`src/hw/rtl/bole_pkg.sv`:
```
package bole_pkg;

    // request codes
    localparam logic [2:0] OP_INS_HEAD = 3'd0;
    localparam logic [2:0] OP_INS_TAIL = 3'd1;
    localparam logic [2:0] OP_INS_POS  = 3'd2;
    localparam logic [2:0] OP_REM_HEAD = 3'd3;
    localparam logic [2:0] OP_REM_TAIL = 3'd4;
    localparam logic [2:0] OP_REM_POS  = 3'd5;

    // result status codes
    localparam logic [1:0] STAT_OK        = 2'd0;
    localparam logic [1:0] STAT_NOT_FOUND = 2'd1;
    localparam logic [1:0] STAT_FULL      = 2'd2;

    localparam int DATA_W = 32;
    localparam int POS_W  = 6;
    localparam int CNT_W  = 7;

    localparam logic [DATA_W-1:0] NEG_ONE = {DATA_W{1'b1}};

    typedef enum logic [1:0] {
        ST_IDLE,
        ST_SHIFT,
        ST_DRAIN,
        ST_FINAL
    } bole_state_t;

endpackage

```
`src/hw/rtl/bole_ram.sv`:
```
module bole_ram #(
    parameter int DEPTH = 64,
    parameter int AW    = 6
) (
    input  logic                       clk,
    input  logic                       wr_en,
    input  logic [AW-1:0]              wr_addr,
    input  logic [bole_pkg::DATA_W-1:0] wr_data,
    input  logic                       rd_en,
    input  logic [AW-1:0]              rd_addr,
    output logic [bole_pkg::DATA_W-1:0] rd_data
);
    import bole_pkg::*;

    logic [DATA_W-1:0] mem [DEPTH];
    logic [DATA_W-1:0] rd_data_reg;

    // write port
    always_ff @(posedge clk)
    begin
        if (wr_en)
        begin
            mem[wr_addr] <= wr_data;
        end
    end

    // registered read port
    always_ff @(posedge clk)
    begin
        if (rd_en)
        begin
            rd_data_reg <= mem[rd_addr];
        end
    end

    assign rd_data = rd_data_reg;

endmodule

```
`src/hw/rtl/bounded_ordered_list_engine_top.sv`:
```
// bounded ordered list engine
// keeps an ordered list of up to CAPACITY signed 32-bit entries in one
// synchronous memory; position 0 is the head.
// request channel: opcode, value and position are taken at a rising edge
// where start is high and busy is low. busy stays high while the request
// is worked on.
// result channel: done is high for exactly one cycle with removed_value,
// status and entry_count; the receiver cannot stall, so the word must be
// taken in that cycle.
// steps: a request that reads no entries goes from accept to the finishing
// step, then done; one that reads entries passes a shift step and a drain
// step first. in the shift step the single memory read port fetches one
// entry a cycle and each entry but the removed one is written back one place
// up or down. a head or positional request reads (length - position)
// entries, the removed one included; a tail remove reads one and a tail
// insert none. a new request may be started in the cycle done is shown.
// reset: the list becomes empty at once; no clearing pass is needed, as
// only entries below the length are ever read.
module bounded_ordered_list_engine_top #(
    parameter int CAPACITY = 64
) (
    input  logic                              clk,
    input  logic                              rst_n,
    input  logic                              start,
    output logic                              busy,
    input  logic [2:0]                        opcode,
    input  logic signed [bole_pkg::DATA_W-1:0] value,
    input  logic [bole_pkg::POS_W-1:0]        position,
    output logic                              done,
    output logic signed [bole_pkg::DATA_W-1:0] removed_value,
    output logic [1:0]                        status,
    output logic [bole_pkg::CNT_W-1:0]        entry_count
);
    import bole_pkg::*;

    localparam int AW = (CAPACITY > 1) ? $clog2(CAPACITY) : 1;
    localparam int LW = $clog2(CAPACITY + 1);
    localparam int CW = (LW > POS_W) ? LW : POS_W;
    localparam int EW = (LW > CNT_W) ? LW : CNT_W;
    localparam logic [LW-1:0] CAP_LEN = LW'(CAPACITY);

    bole_state_t state_reg, state_next;
    logic [LW-1:0]     len_reg, len_next;
    logic              is_rem_reg, is_rem_next;
    logic [AW-1:0]     p_reg, p_next;
    logic [AW-1:0]     cur_reg, cur_next;
    logic [DATA_W-1:0] val_reg, val_next;
    logic [1:0]        stat_reg, stat_next;
    logic              pend_reg, pend_next;
    logic              cap_reg, cap_next;
    logic [AW-1:0]     dest_reg, dest_next;
    logic [DATA_W-1:0] rem_reg, rem_next;
    logic              done_reg, done_next;
    logic [DATA_W-1:0] out_val_reg, out_val_next;
    logic [1:0]        out_stat_reg, out_stat_next;
    logic [CNT_W-1:0]  out_cnt_reg, out_cnt_next;

    logic              wr_en;
    logic [AW-1:0]     wr_addr;
    logic [DATA_W-1:0] wr_data;
    logic              rd_en;
    logic [AW-1:0]     rd_addr;
    logic [DATA_W-1:0] rd_data;

    logic [CW-1:0]     pos_ext;
    logic [CW-1:0]     len_ext;
    logic [AW-1:0]     last_idx;
    logic [EW-1:0]     cnt_wide;

    bole_ram #(
        .DEPTH (CAPACITY),
        .AW    (AW)
    ) u_ram (
        .clk     (clk),
        .wr_en   (wr_en),
        .wr_addr (wr_addr),
        .wr_data (wr_data),
        .rd_en   (rd_en),
        .rd_addr (rd_addr),
        .rd_data (rd_data)
    );

    assign pos_ext  = CW'(position);
    assign len_ext  = CW'(len_reg);
    assign last_idx = AW'(len_reg - LW'(1));

    // state register
    always_ff @(posedge clk or negedge rst_n)
    begin
        if (!rst_n)
        begin
            state_reg <= ST_IDLE;
            len_reg   <= '0;
            pend_reg  <= 1'b0;
            done_reg  <= 1'b0;
        end
        else
        begin
            state_reg <= state_next;
            len_reg   <= len_next;
            pend_reg  <= pend_next;
            done_reg  <= done_next;
        end
    end

    // payload registers
    always_ff @(posedge clk)
    begin
        is_rem_reg   <= is_rem_next;
        p_reg        <= p_next;
        cur_reg      <= cur_next;
        val_reg      <= val_next;
        stat_reg     <= stat_next;
        cap_reg      <= cap_next;
        dest_reg     <= dest_next;
        rem_reg      <= rem_next;
        out_val_reg  <= out_val_next;
        out_stat_reg <= out_stat_next;
        out_cnt_reg  <= out_cnt_next;
    end

    // sequencer
    always_comb
    begin
        state_next    = state_reg;
        len_next      = len_reg;
        is_rem_next   = is_rem_reg;
        p_next        = p_reg;
        cur_next      = cur_reg;
        val_next      = val_reg;
        stat_next     = stat_reg;
        pend_next     = 1'b0;
        cap_next      = 1'b0;
        dest_next     = dest_reg;
        rem_next      = rem_reg;
        done_next     = 1'b0;
        out_val_next  = out_val_reg;
        out_stat_next = out_stat_reg;
        out_cnt_next  = out_cnt_reg;
        wr_en         = 1'b0;
        wr_addr       = dest_reg;
        wr_data       = rd_data;
        rd_en         = 1'b0;
        rd_addr       = cur_reg;
        cnt_wide      = EW'(len_reg);

        // write back or capture the word fetched last cycle
        if (pend_reg)
        begin
            if (cap_reg)
            begin
                rem_next = rd_data;
            end
            else
            begin
                wr_en = 1'b1;
            end
        end

        unique case (state_reg)
            ST_IDLE:
            begin
                if (start)
                begin
                    val_next    = value;
                    rem_next    = NEG_ONE;
                    stat_next   = STAT_OK;
                    is_rem_next = 1'b0;
                    p_next      = '0;
                    cur_next    = last_idx;
                    state_next  = ST_FINAL;
                    priority if (opcode == OP_INS_HEAD || opcode == OP_INS_TAIL
                                 || opcode == OP_INS_POS)
                    begin
                        priority if (len_reg >= CAP_LEN)
                        begin
                            stat_next = STAT_FULL;
                        end
                        else if (opcode == OP_INS_POS && pos_ext >= len_ext)
                        begin
                            stat_next = STAT_NOT_FOUND;
                        end
                        else
                        begin
                            if (opcode == OP_INS_TAIL)
                            begin
                                p_next = AW'(len_reg);
                            end
                            else if (opcode == OP_INS_POS)
                            begin
                                p_next = AW'(pos_ext);
                            end
                            // entries to move up unless appending
                            if (!(opcode == OP_INS_TAIL || len_reg == '0))
                            begin
                                state_next = ST_SHIFT;
                            end
                        end
                    end
                    else if (opcode == OP_REM_HEAD || opcode == OP_REM_TAIL
                             || opcode == OP_REM_POS)
                    begin
                        is_rem_next = 1'b1;
                        priority if (len_reg == '0)
                        begin
                            stat_next = STAT_NOT_FOUND;
                        end
                        else if (opcode == OP_REM_POS && pos_ext >= len_ext)
                        begin
                            stat_next = STAT_NOT_FOUND;
                        end
                        else
                        begin
                            if (opcode == OP_REM_TAIL)
                            begin
                                p_next   = last_idx;
                                cur_next = last_idx;
                            end
                            else if (opcode == OP_REM_POS)
                            begin
                                p_next   = AW'(pos_ext);
                                cur_next = AW'(pos_ext);
                            end
                            else
                            begin
                                cur_next = '0;
                            end
                            state_next = ST_SHIFT;
                        end
                    end
                    else
                    begin
                        stat_next = STAT_NOT_FOUND;
                    end
                end
            end

            ST_SHIFT:
            begin
                // one fetch a cycle, written back one place over, or captured if removed, next cycle
                rd_en     = 1'b1;
                pend_next = 1'b1;
                if (is_rem_reg)
                begin
                    cap_next  = (cur_reg == p_reg);
                    dest_next = cur_reg - AW'(1);
                    cur_next  = cur_reg + AW'(1);
                    if (cur_reg == last_idx)
                    begin
                        state_next = ST_DRAIN;
                    end
                end
                else
                begin
                    dest_next = cur_reg + AW'(1);
                    cur_next  = cur_reg - AW'(1);
                    if (cur_reg == p_reg)
                    begin
                        state_next = ST_DRAIN;
                    end
                end
            end

            ST_DRAIN:
            begin
                state_next = ST_FINAL;
            end

            ST_FINAL:
            begin
                if (stat_reg == STAT_OK)
                begin
                    if (is_rem_reg)
                    begin
                        len_next = len_reg - LW'(1);
                    end
                    else
                    begin
                        len_next = len_reg + LW'(1);
                        wr_en    = 1'b1;
                        wr_addr  = p_reg;
                        wr_data  = val_reg;
                    end
                end
                cnt_wide      = EW'(len_next);
                done_next     = 1'b1;
                out_val_next  = rem_reg;
                out_stat_next = stat_reg;
                out_cnt_next  = cnt_wide[CNT_W-1:0];
                state_next    = ST_IDLE;
            end

            default:
            begin
                state_next = ST_IDLE;
            end
        endcase
    end

    assign busy          = (state_reg != ST_IDLE);
    assign done          = done_reg;
    assign removed_value = out_val_reg;
    assign status        = out_stat_reg;
    assign entry_count   = out_cnt_reg;

    // checks
    a_done_after_final: assert property (@(posedge clk) disable iff (!rst_n)
        done |-> $past(state_reg == ST_FINAL))
        else $error("result word without a finishing step");

    a_full_at_cap: assert property (@(posedge clk) disable iff (!rst_n)
        (done && status == STAT_FULL) |-> (len_reg == CAP_LEN))
        else $error("full reported below capacity");

    a_len_bound: assert property (@(posedge clk) disable iff (!rst_n)
        len_reg <= CAP_LEN)
        else $error("length beyond capacity");

    a_accept_busy: assert property (@(posedge clk) disable iff (!rst_n)
        (start && !busy) |=> busy)
        else $error("accepted request did not start");

    a_fail_neg_one: assert property (@(posedge clk) disable iff (!rst_n)
        (done && status != STAT_OK) |-> (removed_value == NEG_ONE))
        else $error("failed request returned a value");

endmodule

```
`config.mk`:
```
export PLATFORM = sky130hd
export DESIGN_NAME = bounded_ordered_list_engine_top
export DESIGN_NICKNAME = d
export VERILOG_FILES = /design/src/hw/rtl/bole_pkg.sv /design/src/hw/rtl/bole_ram.sv /design/src/hw/rtl/bounded_ordered_list_engine_top.sv
export SDC_FILE = /design/constraint.sdc
export NUM_CORES = 2
export LEC_CHECK = 0
export BUFFER_PORTS_ARGS = -buffer_cell sky130_fd_sc_hd__buf_2
export CAP_MARGIN = 20
export CORE_UTILIZATION = 30
export CTS_CLUSTER_SIZE = 16
export DETAILED_ROUTE_END_ITERATION = 8
export GPL_TIMING_DRIVEN = 0
export SLEW_MARGIN = 25
export SYNTH_ARGS = -nofsm -noshare
export SYNTH_HDL_FRONTEND = slang
export SYNTH_SLANG_ARGS = --single-unit
```
`constraint.sdc`:
```
create_clock -name clk -period 7.3 [get_ports clk]
set_input_delay 0 -clock clk [delete_from_list [all_inputs] [get_ports clk]]
set_output_delay 0 -clock clk [all_outputs]
set_load 0.05 [all_outputs]
```
; Word-level counts from Yosys, hierarchy flattened
; Memory sizes are Yosys's and may differ from the RTL's. A register that Yosys moved wholly into a read port is not among the register bits.
; Cells that the tools add are included.
[word_totals]
regBits = 138
ramBits = 2048
out_inout_bits = 43
wordCells = 110
mem_count = 1
[classes]
add_sub_neg = 4
order_cmp = 2
eq_ne = 13
n_mux = 58
n_reduce_logical = 17
[memory_table]
columns = memory, depth, width, read_ports, rd_clocked_by_memory_dff, wr, line
row1 = u_ram.mem, 64, 32, 1, 1, 1, bole_ram.sv:15  ; logic [DATA_W-1:0] mem [DEPTH];
[ops]
columns = op, n
row1 = 32-bit 2-to-1 mux, 7
row2 = 6-bit 2-to-1 mux, 20
row3 = 2-bit 2-to-1 mux, 14
row4 = 7-bit 2-to-1 mux, 2
row5 = 1-bit 2-to-1 mux, 13
row6 = 6-bit equality test, 2
row7 = 6-bit case mux with 2 select lines, 1
row8 = 2-bit case mux with 4 select lines, 1
row9 = "7-bit by 1-bit adder with 7-bit output, second input constant", 1
row10 = 6-bit by 7-bit >= comparator with 1-bit output, 1
row11 = "7-bit >= comparator, second input constant", 1
row12 = 7-bit zero test, 1
row13 = "7-bit by 1-bit subtractor with 7-bit output, second input constant", 1
row14 = "6-bit by 1-bit adder with 6-bit output, second input constant", 1
row15 = "3-bit by 2-bit equality test with 1-bit output, second input constant", 2
row16 = "3-bit equality test, second input constant", 2
row17 = "3-bit != test, second input constant", 2
row18 = 2-bit AND reduction, 3
row19 = "6-bit by 1-bit subtractor with 6-bit output, second input constant", 1
row20 = 1-bit logical OR, 5
row21 = "2-bit equality test, second input constant", 2
row22 = 2-bit zero test, 2
row23 = 2-bit nonzero test, 2
row24 = "3-bit by 1-bit equality test with 1-bit output, second input constant", 1
row25 = other kinds (5), 6

; Logic depth before layout (Yosys ltp)
[depth]
ltp_word = 9
depth_mapped = 11

; By module
; A second synthesis with hierarchy kept.
[unflattened]
cells_unflattened = 3846
hier_area_um2 = 85102.9
[modules_own_cells]
columns = mod, n_inst, cells_each, area_each_um2
row1 = bole_ram, 1, 3323, 78838.1
row2 = bounded_ordered_list_engine_top, 1, 523, 6264.8

; Least setup slack after synthesis
; OpenSTA, ideal clock, no wires.
[synth_timing]
path_type = register to register
startpoint = register state_reg[0]
endpoint = memory u_ram.mem[51][0], enable pin
setup_ns = 0.421
t_arrival_ns = 4.172
t_required_ns = 6.879
path_slack_ns = 2.706
path_stages_with_launch = 7
n_path_buf = 0
period_less_slack_ns = 4.594
path_cell_list = dfrtp_1 ha_1 nor4b_2 mux2i_1 nor2b_1 nand2_1 nor2_1
[synth_via]
elab_chain_cells = 4
word_cells_on_any_way = 5
[synth_lines]
columns = element, line
row1 = "start, declared", bounded_ordered_list_engine_top.sv:42  ; bole_state_t state_reg, state_next;
row2 = "start signal, assigned", bounded_ordered_list_engine_top.sv:99  ; state_reg <= state_next;
row3 = 2-bit equality test (*), bounded_ordered_list_engine_top.sv:160  ; unique case (state_reg)
row4 = 1-bit 2-to-1 mux, bounded_ordered_list_engine_top.sv:160
row5 = 1-bit 2-to-1 mux, bole_ram.sv:21  ; if (wr_en)
row6 = 1-bit 2-to-1 mux (not written as such), bole_ram.sv:23  ; mem[wr_addr] <= wr_data;
row7 = "end, declared", bole_ram.sv:15
; Mark *: on every way between the ends. The rest lies on a longest branch, timed or not.

; Final worst setup path
[layout_timing]
startpoint = register state_reg[0]
endpoint = memory u_ram.mem[4][10], enable pin
; The elaborated chain is that of the path after synthesis.

==> results.ini <==
[placement]
dp_hpwl_um = 165400
portBuffers = 86
place_area_mm2 = 0.09392
pre_cts_ws_ns = 2.696
routabilityCongestion = 0.8872

[clock_tree]
htreeDepth = 4
clock_sinks = 2218
post_cts_buffers = 0
clock_path_buffers = 3
hold_buffers = 78
insertion_delay_ns = 0.88
postCtsResizedCells = 0
path_clk_slew_ns = 0.06
cts_tree = built
cts_root_buf = clkbuf_16
numCtsBuffers = 213

[setup_path]
critPathBufInv = 1
critPathMaxFanout = 18
critPathTopFamily = simple AND/OR/NAND/NOR gates
endpoint_kind = flop
rrSetupSlack_ns = 2.52
crit_type = flop to flop
reg2reg_to = u_ram.mem[4][10]
critPathSlowestCell = nor2_4
slowest_delay_ns = 0.88
arrival_ns = 5.32
crit_chain = ha_2 -> nor4b_2 -> mux2i_1 -> nand3_1 -> nor2_4 -> buf_12
cp_data_required_time_ns = 7.85
regToRegStartpoint = state_reg[0]
r2r.worst_path.cells = 6
worstSetupStartpointType = flop

[power_and_ir_drop]
power_leakage_nw = 31.72
peakVddDrop_v = 0.0002949
power.density_mw_per_mm2 = 419.4

[detailed_routing]
ant_nets = 0
drc = 0
vias = 44256
drt_iter0_markers = 6334
wl_per_cell_um = 29.30
vias_per_cell = 5.277
firstDrtPassIters = 6
wl_um = 245700

[floorplanning]
die_height_um = 533.3
num_rows = 194
start_util_pct = 30.24
fp.dieW_um = 533.3
pin_count = 87
placeableCoreArea_mm2 = 0.2801
fp.dieArea_mm2 = 0.2845

[synthesis]
ys_warn_count = 0
syn-instance-count = 3951
yosysTopAreaCell = edfxtp_1
synth_edf_count = 2174
synth_nets = 4010
ys_async_sr_fraction_pct = 0.4959
syn-cell-area_mm2 = 0.08470
synth_ff_type = edfxtp_1
synth-seq-cells = 2218
yosysSeqAreaShare_pct = 78.18
ys_types = 62
postSynthAreaPerCell_um2 = 21.44
synth_top_area_share_pct = 77.08
synth_top_cells_by_area = edfxtp_1, mux4_2, nand2_1
synth.top_cells.by_count = edfxtp_1, mux4_2, nand2_1
yosysMostFrequentCell = edfxtp_1

[timing]
hold_viol = 0
tns_ns = 0
finalCritPeriodShare_pct = 65.42
setup_slack_ns = 2.525
fin_worst_skew_ns = 0.05202
fin_crit_ns = 4.775
slew_viol_final = 0
slew-limit-headroom_pct = 14.65
worst_slew_pin_slew_ns = 1.280
rsz0062_at_grt = no
setup_viol = 0
fmax_mhz = 209.4

[global_routing]
overflow = 0
grt_max_degree = 65
grt_antenna_before_repair = 14
grt_pass1_vias = 44203
grt_pass1_wl_um = 342300
grt_usage_pct = 17.03

[layout]
layout-drive-gt1-share_pct = 26.92
final_area_mm2 = 0.1017
syn2layout_area_growth_pct = 20.03
nFillCells = 25374
register_area_mm2 = 0.06622
final_nets = 4536
largest_reg_flops = 2048
top_register = u_ram.mem
multi_input_area_mm2 = 0.01814

[worst_hold_path]
worstHoldStart = start
hold_path.class = primary input to flop
whs_path_depth = 4
hold_end = rem_reg[31]

[outcome]
status = finished clean

[run]
drv_cap = 0

[cell type report]
cell class | count | share of cell area, %
Antenna cell | 3 | 0.007384
Buffer | 220 | 1.008
Clock buffer | 268 | 5.651
Clock inverter | 129 | 1.170
Inverter | 19 | 0.07015
Multi-Input combinational cell | 1494 | 17.85
Sequential cell | 2218 | 65.13
Tap cell | 3724 | 4.583
Timing Repair Buffer | 311 | 4.527
[worst max-delay path by stage]
| stage | startpoint | to | slack, ns | cells past startpoint |
|---|---|---|---|---|
| 2_1_floorplan | state_reg[0] | u_ram.mem[51][0] | 2.71 | 6 |
| 3_3_place_gp | state_reg[0] | u_ram.mem[10][9] | -0.76 | 5 |
| 3_5_place_dp | state_reg[0] | u_ram.mem[4][23] | 2.70 | 6 |
| 4_1_cts | state_reg[0] | u_ram.mem[4][2] | 2.68 | 6 |
| 5_1_grt | state_reg[0] | u_ram.mem[4][23] | 2.53 | 6 |
| 6_report | state_reg[0] | u_ram.mem[4][10] | 2.52 | 6 |
[tightest hold or removal path: cells and delay by family]
kind                   cells  cell delay, ns
buffers and inverters      2            0.66
and+or+nand+nor            2            0.26
[cell usage in the layout, fill, tap and decap left out, types with 31 or more instances in the layout]
master | netlist | layout
dlygate4sd3_1 | 0 | 78
clkinv_2 | 0 | 40
clkbuf_1 | 112 | 144
mux2i_1 | 69 | 69
nand2_1 | 273 | 241
a22o_1 | 62 | 62
edfxtp_1 | 2174 | 2174
a22oi_1 | 125 | 125
nand3_1 | 47 | 47
buf_16 | 0 | 69
clkbuf_16 | 0 | 220
a21oi_1 | 45 | 45
mux4_2 | 487 | 487
a221oi_1 | 73 | 70
clkinv_1 | 0 | 49
dfxtp_1 | 33 | 33
nor2_4 | 0 | 65
xnor2_1 | 31 | 31
buf_12 | 0 | 73
buf_2 | 76 | 165
[kinds of logic after synthesis]
group | after synthesis | synth area share (%)
DFF | 2218 | 78.18
muxes | 561 | 13.83
and+or+nand+nor | 454 | 2.262
xor gates and xnor gates | 38 | 0.4092
adders and majority gates | 15 | 0.2216
AOI/OAI and AO/OA | 426 | 3.814
buffers and inverters | 239 | 1.279
[routing by layer]
layer  part of all wire, %  up-vias  global-route usage, %  wire [µm]
li1                      -    17657                      -          -
met1                    39    23619                  22.72      95350
met3                    10      459                  3.675      25220
met5                 0.020        -                      0         48
met4                   4.7        8                  7.424      11540
met2                    46     2513                  26.78     113600
[power by group]
group | switching [mW] | internal, mW
combinational | 10.0 | 4.67
clock | 4.83 | 6.18
sequential | 0.260 | 16.7
total | 15.1 | 27.6
[per-stage QoR]
| stage | hold slack [ns] | power, mW | util [%] | instances |
|---|---|---|---|---|
| after floorplan | -0.2956 | 24.89 | - | 3951 |
| after global routing | 0.09276 | 43.73 | 36.29 | 8384 |
| final | 0.09859 | 42.64 | 36.29 | 8386 |
| after CTS | 0.03194 | 42.56 | 36.28 | 8381 |
| after global placement | -0.09679 | 30.83 | 32.05 | 7761 |
| after detailed placement | -0.08993 | 31.64 | 33.53 | 7906 |
No activity file was read; power rests on OpenSTA's default activity.
